<file path="config.mk">
export PLATFORM = sky130hd
export DESIGN_NAME = base64_stream_encoder
export DESIGN_NICKNAME = d
export VERILOG_FILES = /design/src/b64e_pkg.sv /design/src/b64e_fmt.sv /design/src/base64_stream_encoder.sv
export SDC_FILE = /design/constraint.sdc
export NUM_CORES = 1
export LEC_CHECK = 0
export ABC_AREA = 1
export BUFFER_PORTS_ARGS = -buffer_cell sky130_fd_sc_hd__buf_2
export CAP_MARGIN = 20
export CORE_ASPECT_RATIO = 0.6
export CORE_MARGIN = 1
export CORE_UTILIZATION = 40
export CTS_CLUSTER_DIAMETER = 100
export DETAILED_ROUTE_END_ITERATION = 12
export SKIP_LAST_GASP = 1
export SLEW_MARGIN = 20
export SYNTH_ARGS = -nofsm -noshare
export SYNTH_HDL_FRONTEND = slang
export SYNTH_SLANG_ARGS = --single-unit
export TNS_END_PERCENT = 1
</file>
<file path="constraint.sdc">
create_clock -name i_clk -period 3.2 [get_ports i_clk]
set_input_delay 0.32 -clock i_clk [delete_from_list [all_inputs] [get_ports i_clk]]
set_output_delay 0.32 -clock i_clk [all_outputs]
set_load 0.02 [all_outputs]
</file>
<file path="src/b64e_pkg.sv">
// Types, constants and the alphabet lookup shared by the base64 encoder.
`default_nettype none
package b64e_pkg;

    localparam logic [1:0] MODE_STANDARD = 2'd0;
    localparam logic [1:0] MODE_MIME     = 2'd1;
    localparam logic [1:0] MODE_URLSAFE  = 2'd2;

    localparam logic       CFG_MODE        = 1'b0;
    localparam logic       CFG_LINE_LENGTH = 1'b1;

    localparam logic [7:0] LINE_LENGTH_RESET = 8'd76;
    localparam int         MAX_CHARS         = 6;

    localparam logic [7:0] CHAR_CR      = 8'd13;
    localparam logic [7:0] CHAR_LF      = 8'd10;
    localparam logic [7:0] CHAR_PAD     = 8'd61;
    localparam logic [7:0] CHAR_UPPER_A = 8'd65;
    localparam logic [7:0] CHAR_LOWER_A = 8'd97;
    localparam logic [7:0] CHAR_ZERO    = 8'd48;
    localparam logic [7:0] CHAR_PLUS    = 8'd43;
    localparam logic [7:0] CHAR_SLASH   = 8'd47;
    localparam logic [7:0] CHAR_MINUS   = 8'd45;
    localparam logic [7:0] CHAR_UNDER   = 8'd95;

    typedef struct packed {
        logic [7:0] data_byte;
        logic       final_byte;
    } t_in;

    typedef struct packed {
        logic [7:0] out_char;
        logic       end_of_text;
    } t_out;

    typedef struct packed {
        logic [7:0] held0;
        logic [7:0] held1;
        logic [1:0] group_fill;
        logic [7:0] line_chars;
    } t_enc;

    function automatic logic [7:0] b64_sym(input logic [5:0] v, input logic url);
        logic [7:0] r;
        if (v < 6'd26) begin
            r = CHAR_UPPER_A + {2'b00, v};
        end else if (v < 6'd52) begin
            r = CHAR_LOWER_A + {2'b00, v} - 8'd26;
        end else if (v < 6'd62) begin
            r = CHAR_ZERO + {2'b00, v} - 8'd52;
        end else if (v == 6'd62) begin
            r = url ? CHAR_MINUS : CHAR_PLUS;
        end else begin
            r = url ? CHAR_UNDER : CHAR_SLASH;
        end
        return r;
    endfunction

endpackage
`default_nettype wire

</file>
<file path="src/b64e_fmt.sv">
// Group formatter: turns one byte and the held bytes into up to six characters.
`default_nettype none
module b64e_fmt
    import b64e_pkg::*;
(
    input  wire t_in              i_in,
    input  wire t_enc             i_st,
    input  wire logic [1:0]       i_mode,
    input  wire logic [7:0]       i_line_length,
    output t_out [MAX_CHARS-1:0]  o_chars,
    output logic [2:0]            o_count,
    output t_enc                  o_st
);

    logic       url;
    logic       mime;
    logic [7:0] b;
    logic [7:0] a;
    logic [7:0] m;
    logic [8:0] nxt;
    logic       last;

    always_comb begin
        url  = (i_mode == MODE_URLSAFE);
        mime = (i_mode == MODE_MIME);
        b    = i_in.data_byte;
        last = i_in.final_byte;
        a    = i_st.held0;
        m    = i_st.held1;
        nxt  = {1'b0, i_st.line_chars} + 9'd4;

        o_st    = i_st;
        o_count = 3'd0;
        for (int i = 0; i < MAX_CHARS; i++) begin
            o_chars[i].out_char = CHAR_PAD;
        end

        if (i_st.group_fill[1]) begin
            o_chars[0].out_char = b64_sym(a[7:2], url);
            o_chars[1].out_char = b64_sym({a[1:0], m[7:4]}, url);
            o_chars[2].out_char = b64_sym({m[3:0], b[7:6]}, url);
            o_chars[3].out_char = b64_sym(b[5:0], url);
            o_count = 3'd4;
            if (mime) begin
                if (nxt >= {1'b0, i_line_length}) begin
                    o_chars[4].out_char = CHAR_CR;
                    o_chars[5].out_char = CHAR_LF;
                    o_count             = 3'd6;
                    o_st.line_chars     = 8'd0;
                end else begin
                    o_st.line_chars = nxt[7:0];
                end
            end
            o_st.group_fill = 2'd0;
        end else if (!last) begin
            if (i_st.group_fill[0]) begin
                o_st.held1 = b;
            end else begin
                o_st.held0 = b;
            end
            o_st.group_fill = i_st.group_fill + 2'd1;
        end else if (!i_st.group_fill[0]) begin
            o_chars[0].out_char = b64_sym(b[7:2], url);
            o_chars[1].out_char = b64_sym({b[1:0], 4'b0000}, url);
            o_count = 3'd4;
        end else begin
            o_chars[0].out_char = b64_sym(a[7:2], url);
            o_chars[1].out_char = b64_sym({a[1:0], b[7:4]}, url);
            o_chars[2].out_char = b64_sym({b[3:0], 2'b00}, url);
            o_count = 3'd4;
        end

        for (int i = 0; i < MAX_CHARS; i++) begin
            o_chars[i].end_of_text = last && ((3'(i) + 3'd1) == o_count);
        end

        if (last) begin
            o_st.group_fill = 2'd0;
            o_st.line_chars = 8'd0;
        end
    end

endmodule
`default_nettype wire

</file>
<file path="src/base64_stream_encoder.sv">
// Top level of the base64 stream encoder: input register, formatter, character buffer.
//
//   channel  direction  handshake            payload
//   input    in         i_valid / o_stall    i_data : t_in  (data_byte, final_byte)
//   output   out        o_valid / i_stall    o_data : t_out (out_char, end_of_text)
//   config   in         i_cfg_we             i_cfg_index, i_cfg_data
//
// One byte enters per cycle while o_stall is low; a byte that completes a group or
// ends the message loads 4 or 6 characters into a six-entry buffer that drains one
// word per cycle while i_stall is low, so the stream rate is set by the
// single-character output port.
// Synchronous active-low reset empties both stages and restores mode 0, length 76.
// A stall on the output holds the buffer and backs up into o_stall.
`default_nettype none
module base64_stream_encoder
    import b64e_pkg::*;
(
    input  wire logic i_clk,
    input  wire logic i_rst_n,
    input  wire logic i_valid,
    output logic      o_stall,
    input  wire t_in  i_data,
    output logic      o_valid,
    input  wire logic i_stall,
    output t_out      o_data,
    input  wire logic       i_cfg_we,
    input  wire logic       i_cfg_index,
    input  wire logic [7:0] i_cfg_data
);

    logic                 r_in_vld;
    logic                 n_in_vld;
    t_in                  r_in;
    t_enc                 r_st;
    t_enc                 n_st;
    logic [1:0]           r_mode;
    logic [7:0]           r_line_length;
    t_out [MAX_CHARS-1:0] r_buf;
    t_out [MAX_CHARS-1:0] n_buf;
    logic [2:0]           r_cnt;
    logic [2:0]           n_cnt;

    t_out [MAX_CHARS-1:0] f_chars;
    logic [2:0]           f_count;
    t_enc                 f_st;

    logic in_take;
    logic out_take;
    logic load_ok;
    logic adv;

    b64e_fmt u_fmt (
        .i_in          (r_in),
        .i_st          (r_st),
        .i_mode        (r_mode),
        .i_line_length (r_line_length),
        .o_chars       (f_chars),
        .o_count       (f_count),
        .o_st          (f_st)
    );

    always_comb begin
        out_take = (r_cnt != 3'd0) && !i_stall;
        load_ok  = (r_cnt == 3'd0) || ((r_cnt == 3'd1) && out_take);
        adv      = r_in_vld && ((f_count == 3'd0) || load_ok);
        o_stall  = r_in_vld && !adv;
        in_take  = i_valid && !o_stall;

        n_in_vld = in_take ? 1'b1 : (adv ? 1'b0 : r_in_vld);
        n_st     = adv ? f_st : r_st;

        n_buf = r_buf;
        n_cnt = r_cnt;
        if (adv && (f_count != 3'd0)) begin
            n_buf = f_chars;
            n_cnt = f_count;
        end else if (out_take) begin
            for (int i = 0; i < MAX_CHARS - 1; i++) begin
                n_buf[i] = r_buf[i+1];
            end
            n_cnt = r_cnt - 3'd1;
        end

        o_valid = (r_cnt != 3'd0);
        o_data  = r_buf[0];
    end

    always_ff @(posedge i_clk) begin
        if (!i_rst_n) begin
            r_in_vld      <= 1'b0;
            r_cnt         <= 3'd0;
            r_st          <= '0;
            r_mode        <= MODE_STANDARD;
            r_line_length <= LINE_LENGTH_RESET;
        end else begin
            r_in_vld <= n_in_vld;
            r_cnt    <= n_cnt;
            r_st     <= n_st;
            if (i_cfg_we) begin
                if (i_cfg_index == CFG_MODE) begin
                    r_mode <= i_cfg_data[1:0];
                end else begin
                    r_line_length <= i_cfg_data;
                end
            end
        end
    end

    always_ff @(posedge i_clk) begin
        if (in_take) begin
            r_in <= i_data;
        end
        r_buf <= n_buf;
    end

endmodule
`default_nettype wire
</file>
==> results of run 1 <==
where the power goes:
group	internal, mW	switching, mW
clock network	0.576	0.533
logic	0.311	0.693
registers	1.45	0.106
total	2.33	1.33
worst paths after layout:
path	start	end	slack (ns)
setup / recovery	r_in[8]	r_buf[25]	0.32
hold / removal	i_data[2]	r_in[2]	0.12
hold reg to reg	r_line_length[5]	r_line_length[5]	0.46
setup reg to reg	r_in[8]	r_buf[25]	0.32
through the flow:
stage / cell area (sq um) / hold slack, ns / power [mW] / std cells / setup slack (ns)
after global routing: 7910 / 0.107 / 3.85 / 1298 / 0.0751
after detailed placement: 7610 / 0.454 / 2.56 / 1282 / 0.479
after floorplan: 7250 / 0.419 / 2.26 / 1037 / 0.843
after global placement: 7610 / 0.450 / 2.57 / 1282 / 0.431
final: 7910 / 0.120 / 3.67 / 1298 / 0.321
after CTS: 7910 / 0.108 / 3.68 / 1298 / 0.455
routing by layer:
layer	wire [um]	up-vias	part of all wire [%]	global-route usage [%]
met1	12000	3301	50	41.8
met3	2920	39	12	7.47
met5	92	-	0.39	3.89
met2	8470	407	36	33.2
li1	-	3489	-	-
met4	375	2	1.6	6.71
layout by cell type (no fill, tap or decap), types with 9 or more instances in the layout:
master,n
xor2_1,21
nand2_1,264
inv_2,9
buf_4,16
a21oi_1,85
edfxtp_1,52
ha_1,52
dfxtp_1,38
nand4_1,14
o21ai_0,69
buf_2,33
or2_2,9
clkbuf_16,9
nand3_1,117
nor2_1,66
inv_1,116
logic make-up (layout without fill, tap and decap cells):
family,count (synthesis),after routing
AO/OA/AOI/OAI,204,204
flip-flops,90,90
XOR/XNOR,27,27
AND/OR/NAND/NOR,496,496
adder cells (fa/ha/maj),52,52
buffers and inverters,168,195
area by class of cell:
class / count / share of cell area (%)
Timing Repair Buffer: 50 / 3.86
Tap cell: 234 / 3.70
Multi-Input combinational cell: 779 / 53.1
Sequential cell: 90 / 29.3
Clock buffer: 10 / 3.02
Clock inverter: 6 / 0.854
Inverter: 129 / 6.12
registers in the layout, summed over array words and instances (netlist names):
signal	count
o_data	9
r_buf	34
r_cnt	3
r_in	9
r_in_vld	1
r_line_length	8
r_mode	2
r_st	24
worst register-to-register path, stage by stage, from the launching register on:
cell and delay, ns:
edfxtp_1 0.60, buf_4 0.26, inv_2 0.19, ha_1 0.45
inv_2 0.13, a21oi_1 0.29, o21ai_0 0.15, nand3_1 0.09
nand3_1 0.07, a2bb2oi_1 0.39
==> flow_summary.ini, run 1 <==
[global_routing]
grt_max_degree = 41
grt_pass1_vias = 6500
grt_first_pass_wirelength_um = 37100
grt-ovfl-total = 0
antenna_found_initial = 0
grt_usage_pct = 26.4

[synth]
synth_common_cells = nand2_1 (264), nand3_1 (117), inv_1 (116)
ys_seq_area_share_pct = 32.0
synth_area_leader_cell = edfxtp_1
synthSimpleGateAreaFrac_pct = 30.0
syn_nets = 1112
ys_warn_count = 0
ys.flop_type = edfxtp_1
synth.area.mux_share_pct = 0
yosys.cell_types.count = 49
synth.area.top_cells = edfxtp_1 (22%), nand2_1 (14%), dfxtp_1 (10%), ha_1 (9.0%), nand3_1 (8.1%)
synth_cells = 1037
synth_area_sq_mm = 0.00725
synth_top_family_by_area = simple AND/OR/NAND/NOR gates
synth_adder_area_share_pct = 8.97
synth_top_area_share_pct = 21.5
synth_seq_cells = 90
synth_compound_area_share_pct = 15.7
synth_edf_count = 52
synth_xor_area_share_pct = 3.26
async_reset_ff_share_pct = 0
avgSynthCellArea_sq_um = 6.99
yosysMostFrequentCell = nand2_1

[routing]
drtIter0Drc = 1089
avgViaCountPerCell = 5.58
first_pass_iters = 5
drc = 0
vias = 7238
wire_per_inst_um = 18.4
wirelength_um = 23800
antenna_left = 0

[setup_path]
cp-start-kind = register
cp-end-kind = register
crit_chain = buf_4 > inv_2 > ha_1 > inv_2 > a21oi_1 > o21ai_0 > nand3_1 > nand3_1 > a2bb2oi_1
cp_top_family = compound AO/OA/AOI/OAI gates
critPathKind = register to register
path_buf_inv = 3
crit_required_ns = 3.30
cp_slowest_cell = edfxtp_1
crit_cells = 9
cpPeakStageDelay_ns = 0.60
cp_max_fo = 9
rr_worst_depth = 9
arrival_ns = 2.98

[placement]
dp_hpwl_um = 18200
io_buffers = 33
gp_congestion = 1.00

[floorplan]
die-area_sq_mm = 0.0187
ioPinCount = 34
start_util_pct = 41.6
die_h_um = 106
die_w_um = 176
core-area_sq_mm = 0.0175
row_count = 37

[timing]
min_period_ns = 2.88
rsz0062_at_grt = false
timing.final.crit_share_pct = 90.0
final-max-slew-violation-count = 0
fmax_mhz = 347
relSlewSlack_pct = 54.6
tns_ns = 0
worstMarginPinSlew_ns = 0.681
final.setup_skew_ns = 0.0105
hold_viol_final = 0
final-setup-viol-count = 0

[final_layout]
ff_latch_area_sq_mm = 0.00232
multi_input_comb_area_sq_mm = 0.00420
fill_cells = 1826
final_util_pct = 45.3
diodes = 0
areaGrowthSynthToFinish_pct = 9.11
final_nets = 1134
layout-drive-gt1-share_pct = 9.59

[clock_tree]
ctsRootBufferMaster = clkbuf_16
numCtsBuffers = 9
cts_sinks = 90
clkLatencyLatePin_ns = 0.37
hold_buffers = 0
post_cts_resized = 0
cts_setup_buffers = 0
cts_buffer_depth = 2
clk_pin_slew_worst_paths_ns = 0.08
htreeDepth = 3
tritoncts = yes

[worst_hold_path]
holdCritPathClass = input pin to register
worstHoldPathCells = 1

[power]
peakVddDrop_mv = 0.286
power.density_mw_per_mm2 = 463
power_leakage_nw = 3.48

[run_status]
outcome = finished, final reports clean

[run]
cap_violations = 0
Note: power is estimated with default switching activity, not from simulation.
==> run 2: changes to the inputs <==
--- a/config.mk
+++ b/config.mk
@@ -10,7 +10,7 @@
 export CAP_MARGIN = 20
 export CORE_ASPECT_RATIO = 0.6
 export CORE_MARGIN = 1
-export CORE_UTILIZATION = 40
+export CORE_UTILIZATION = 39
 export CTS_CLUSTER_DIAMETER = 100
 export DETAILED_ROUTE_END_ITERATION = 12
 export SKIP_LAST_GASP = 1
==> run 2 against run 1 <==
  * Sequential share of layout area grew 0.074 points
  * Clock power about the same
  * Cell area is 0.25% lower
  * Sequential cell count is the same
  * Total power about the same
  * Routed wire length decreased by 1.8%
  * Clock-buffer cell count decreased by 1
  * Sequential power barely moved
  * Clock skew is 0.0048 ns higher
  * Critical path type unchanged
==> flow_summary.ini, run 2 (same netlist as run 1, synthesis figures left out) <==
[timing]
timing.final.crit_share_pct = 84.5
rsz0062_at_grt = false
worstMarginPinSlew_ns = 0.720
final-max-slew-violation-count = 0
final-setup-viol-count = 0
hold_viol_final = 0
final.setup_skew_ns = 0.0153
relSlewSlack_pct = 51.9
min_period_ns = 2.70
fmax_mhz = 370
tns_ns = 0

[final_layout]
final_area_sq_mm = 0.00789
areaGrowthSynthToFinish_pct = 8.83
largest_reg_flops = 34
multi_input_comb_area_sq_mm = 0.00420
final_common_cell = nand2_1
layout-drive-gt1-share_pct = 9.33
stdcell_count = 1301
diodes = 0
ff_latch_area_sq_mm = 0.00232
layout_common_cells = nand2_1 (264), nand3_1 (117), inv_1 (115)
fill_cells = 1892
final_util_pct = 43.6
final_nets = 1131
reg_top3 = r_buf: 34 flops, r_st: 24 flops
top_register = r_buf

[setup_path]
crit_chain = ha_1 > nand3_1 > nor2_1 > nor2_1 > nand2_1 > nand2_1 > nand2_1 > nand2_1 > nand2_1 > nand2_1 > nand2_1 > nand2_1
r2r_end = o_data[6]
crit_required_ns = 3.31
rr_worst_depth = 12
cp_slowest_cell = edfxtp_1
critPathKind = register to register
cp-end-kind = register
path_common_cell = nand2_1
arrival_ns = 2.82
cp_max_fo = 12
cpPeakStageDelay_ns = 0.69
rrSetupSlack_ns = 0.50
r2r-start = r_in[6]
cp-start-kind = register

[floorplan]
die_w_um = 178
start_util_pct = 40.0
row_count = 38
die-area_sq_mm = 0.0192
die_h_um = 108
ioPinCount = 34
core-area_sq_mm = 0.0181

[run]
cap_violations = 0

[clock_tree]
tritoncts = yes
cts_sinks = 90
numCtsBuffers = 9
htreeDepth = 3
ctsRootBufferMaster = clkbuf_16
cts_setup_buffers = 0
clkLatencyLatePin_ns = 0.36
cts_buffer_depth = 2
hold_buffers = 0
post_cts_resized = 0
clk_pin_slew_worst_paths_ns = 0.08

[power]
clockPowerShare_pct = 30.1
intPower_mw = 2.32
comb_power_share_pct = 27.8
power_mw = 3.67
peakVddDrop_mv = 0.366
power_leakage_nw = 3.46
switching_share_pct = 36.7
power.density_mw_per_mm2 = 465
p_sw_mw = 1.35
seqPwrFrac_pct = 42.1

[routing]
wirelength_um = 23400
wire_per_inst_um = 18.0
avgViaCountPerCell = 5.47
first_pass_iters = 6
drtIter0Drc = 977
vias = 7120
drc = 0
antenna_left = 0

[placement]
io_buffers = 33
gp_congestion = 1.01
placedInstanceArea_sq_mm = 0.00759
dp_hpwl_um = 17700
dp.cells = 1285

[worst_hold_path]
worstHoldPathCells = 1
holdPathEnd = r_in[1]
holdCritPathClass = input pin to register
min_from = i_data[1]

[run_status]
outcome = finished, final reports clean

[global_routing]
antenna_found_initial = 0
grt_pass1_vias = 6477
grt_usage_pct = 25.3
grt-ovfl-total = 0
grt_max_degree = 40
grt_first_pass_wirelength_um = 36400
[run 2: cell types whose count changed in the layout (fill, tap and decap cells not counted), sizes merged]
cell	before	now
clkinv	6	8
inv	129	128
buf	50	47
clkbuf	10	9
[run 2: through the flow]
step           hold slack, ns  worst slack (ns)
2_1_floorplan           0.419             0.843
3_3_place_gp            0.453             0.509
3_5_place_dp            0.459             0.615
4_1_cts                 0.124             0.580
5_1_grt                 0.114             0.285
6_report                0.133             0.496
[run 2: area by class of cell]
type / instances / share of cell area, %
well taps: 240 / 3.80
repair buffers: 47 / 3.58
clock inverters: 7 / 0.967
clock buffers: 9 / 2.85
inverters: 129 / 6.13
multi-input cells: 779 / 53.2
flip-flops and latches: 90 / 29.4
[run 2: critical path, delay by kind of cell (launching register included)]
kind / cells / cell delay [ns]
adder cells (fa/ha/maj): 1 / 0.54
flip-flops: 1 / 0.69
AND/OR/NAND/NOR: 11 / 1.23
[run 2: worst max-delay path by stage]
stage | cells after the start | to | start | slack, ns
after floorplan | 10 | o_data[0] | r_cnt[0] | 0.84
after global placement | 12 | o_data[6] | r_in[7] | 0.51
after detailed placement | 12 | o_data[6] | r_in[6] | 0.62
after CTS | 12 | o_data[6] | r_in[6] | 0.58
after global routing | 12 | o_data[5] | r_in[7] | 0.28
final | 12 | o_data[6] | r_in[6] | 0.50
[run 2: routing by layer]
layer  global-route usage (%)  wire length (um)  vias up
met1                     39.9             12000     3248
met5                        0                 0        -
met4                     6.72               308        0
met2                     31.7              8580      358
met3                     7.63              2540       27
li1                         -                 -     3487
[run 2: power groups by stage]
stage / logic (mW) / registers, mW / clock network (mW)
4_1_cts: 1.00 / 1.54 / 1.13
2_1_floorplan: 0.743 / 1.52 / 0
3_3_place_gp: 1.01 / 1.57 / 0
5_1_grt: 1.13 / 1.56 / 1.17
3_5_place_dp: 0.997 / 1.56 / 0
6_report: 1.02 / 1.54 / 1.10
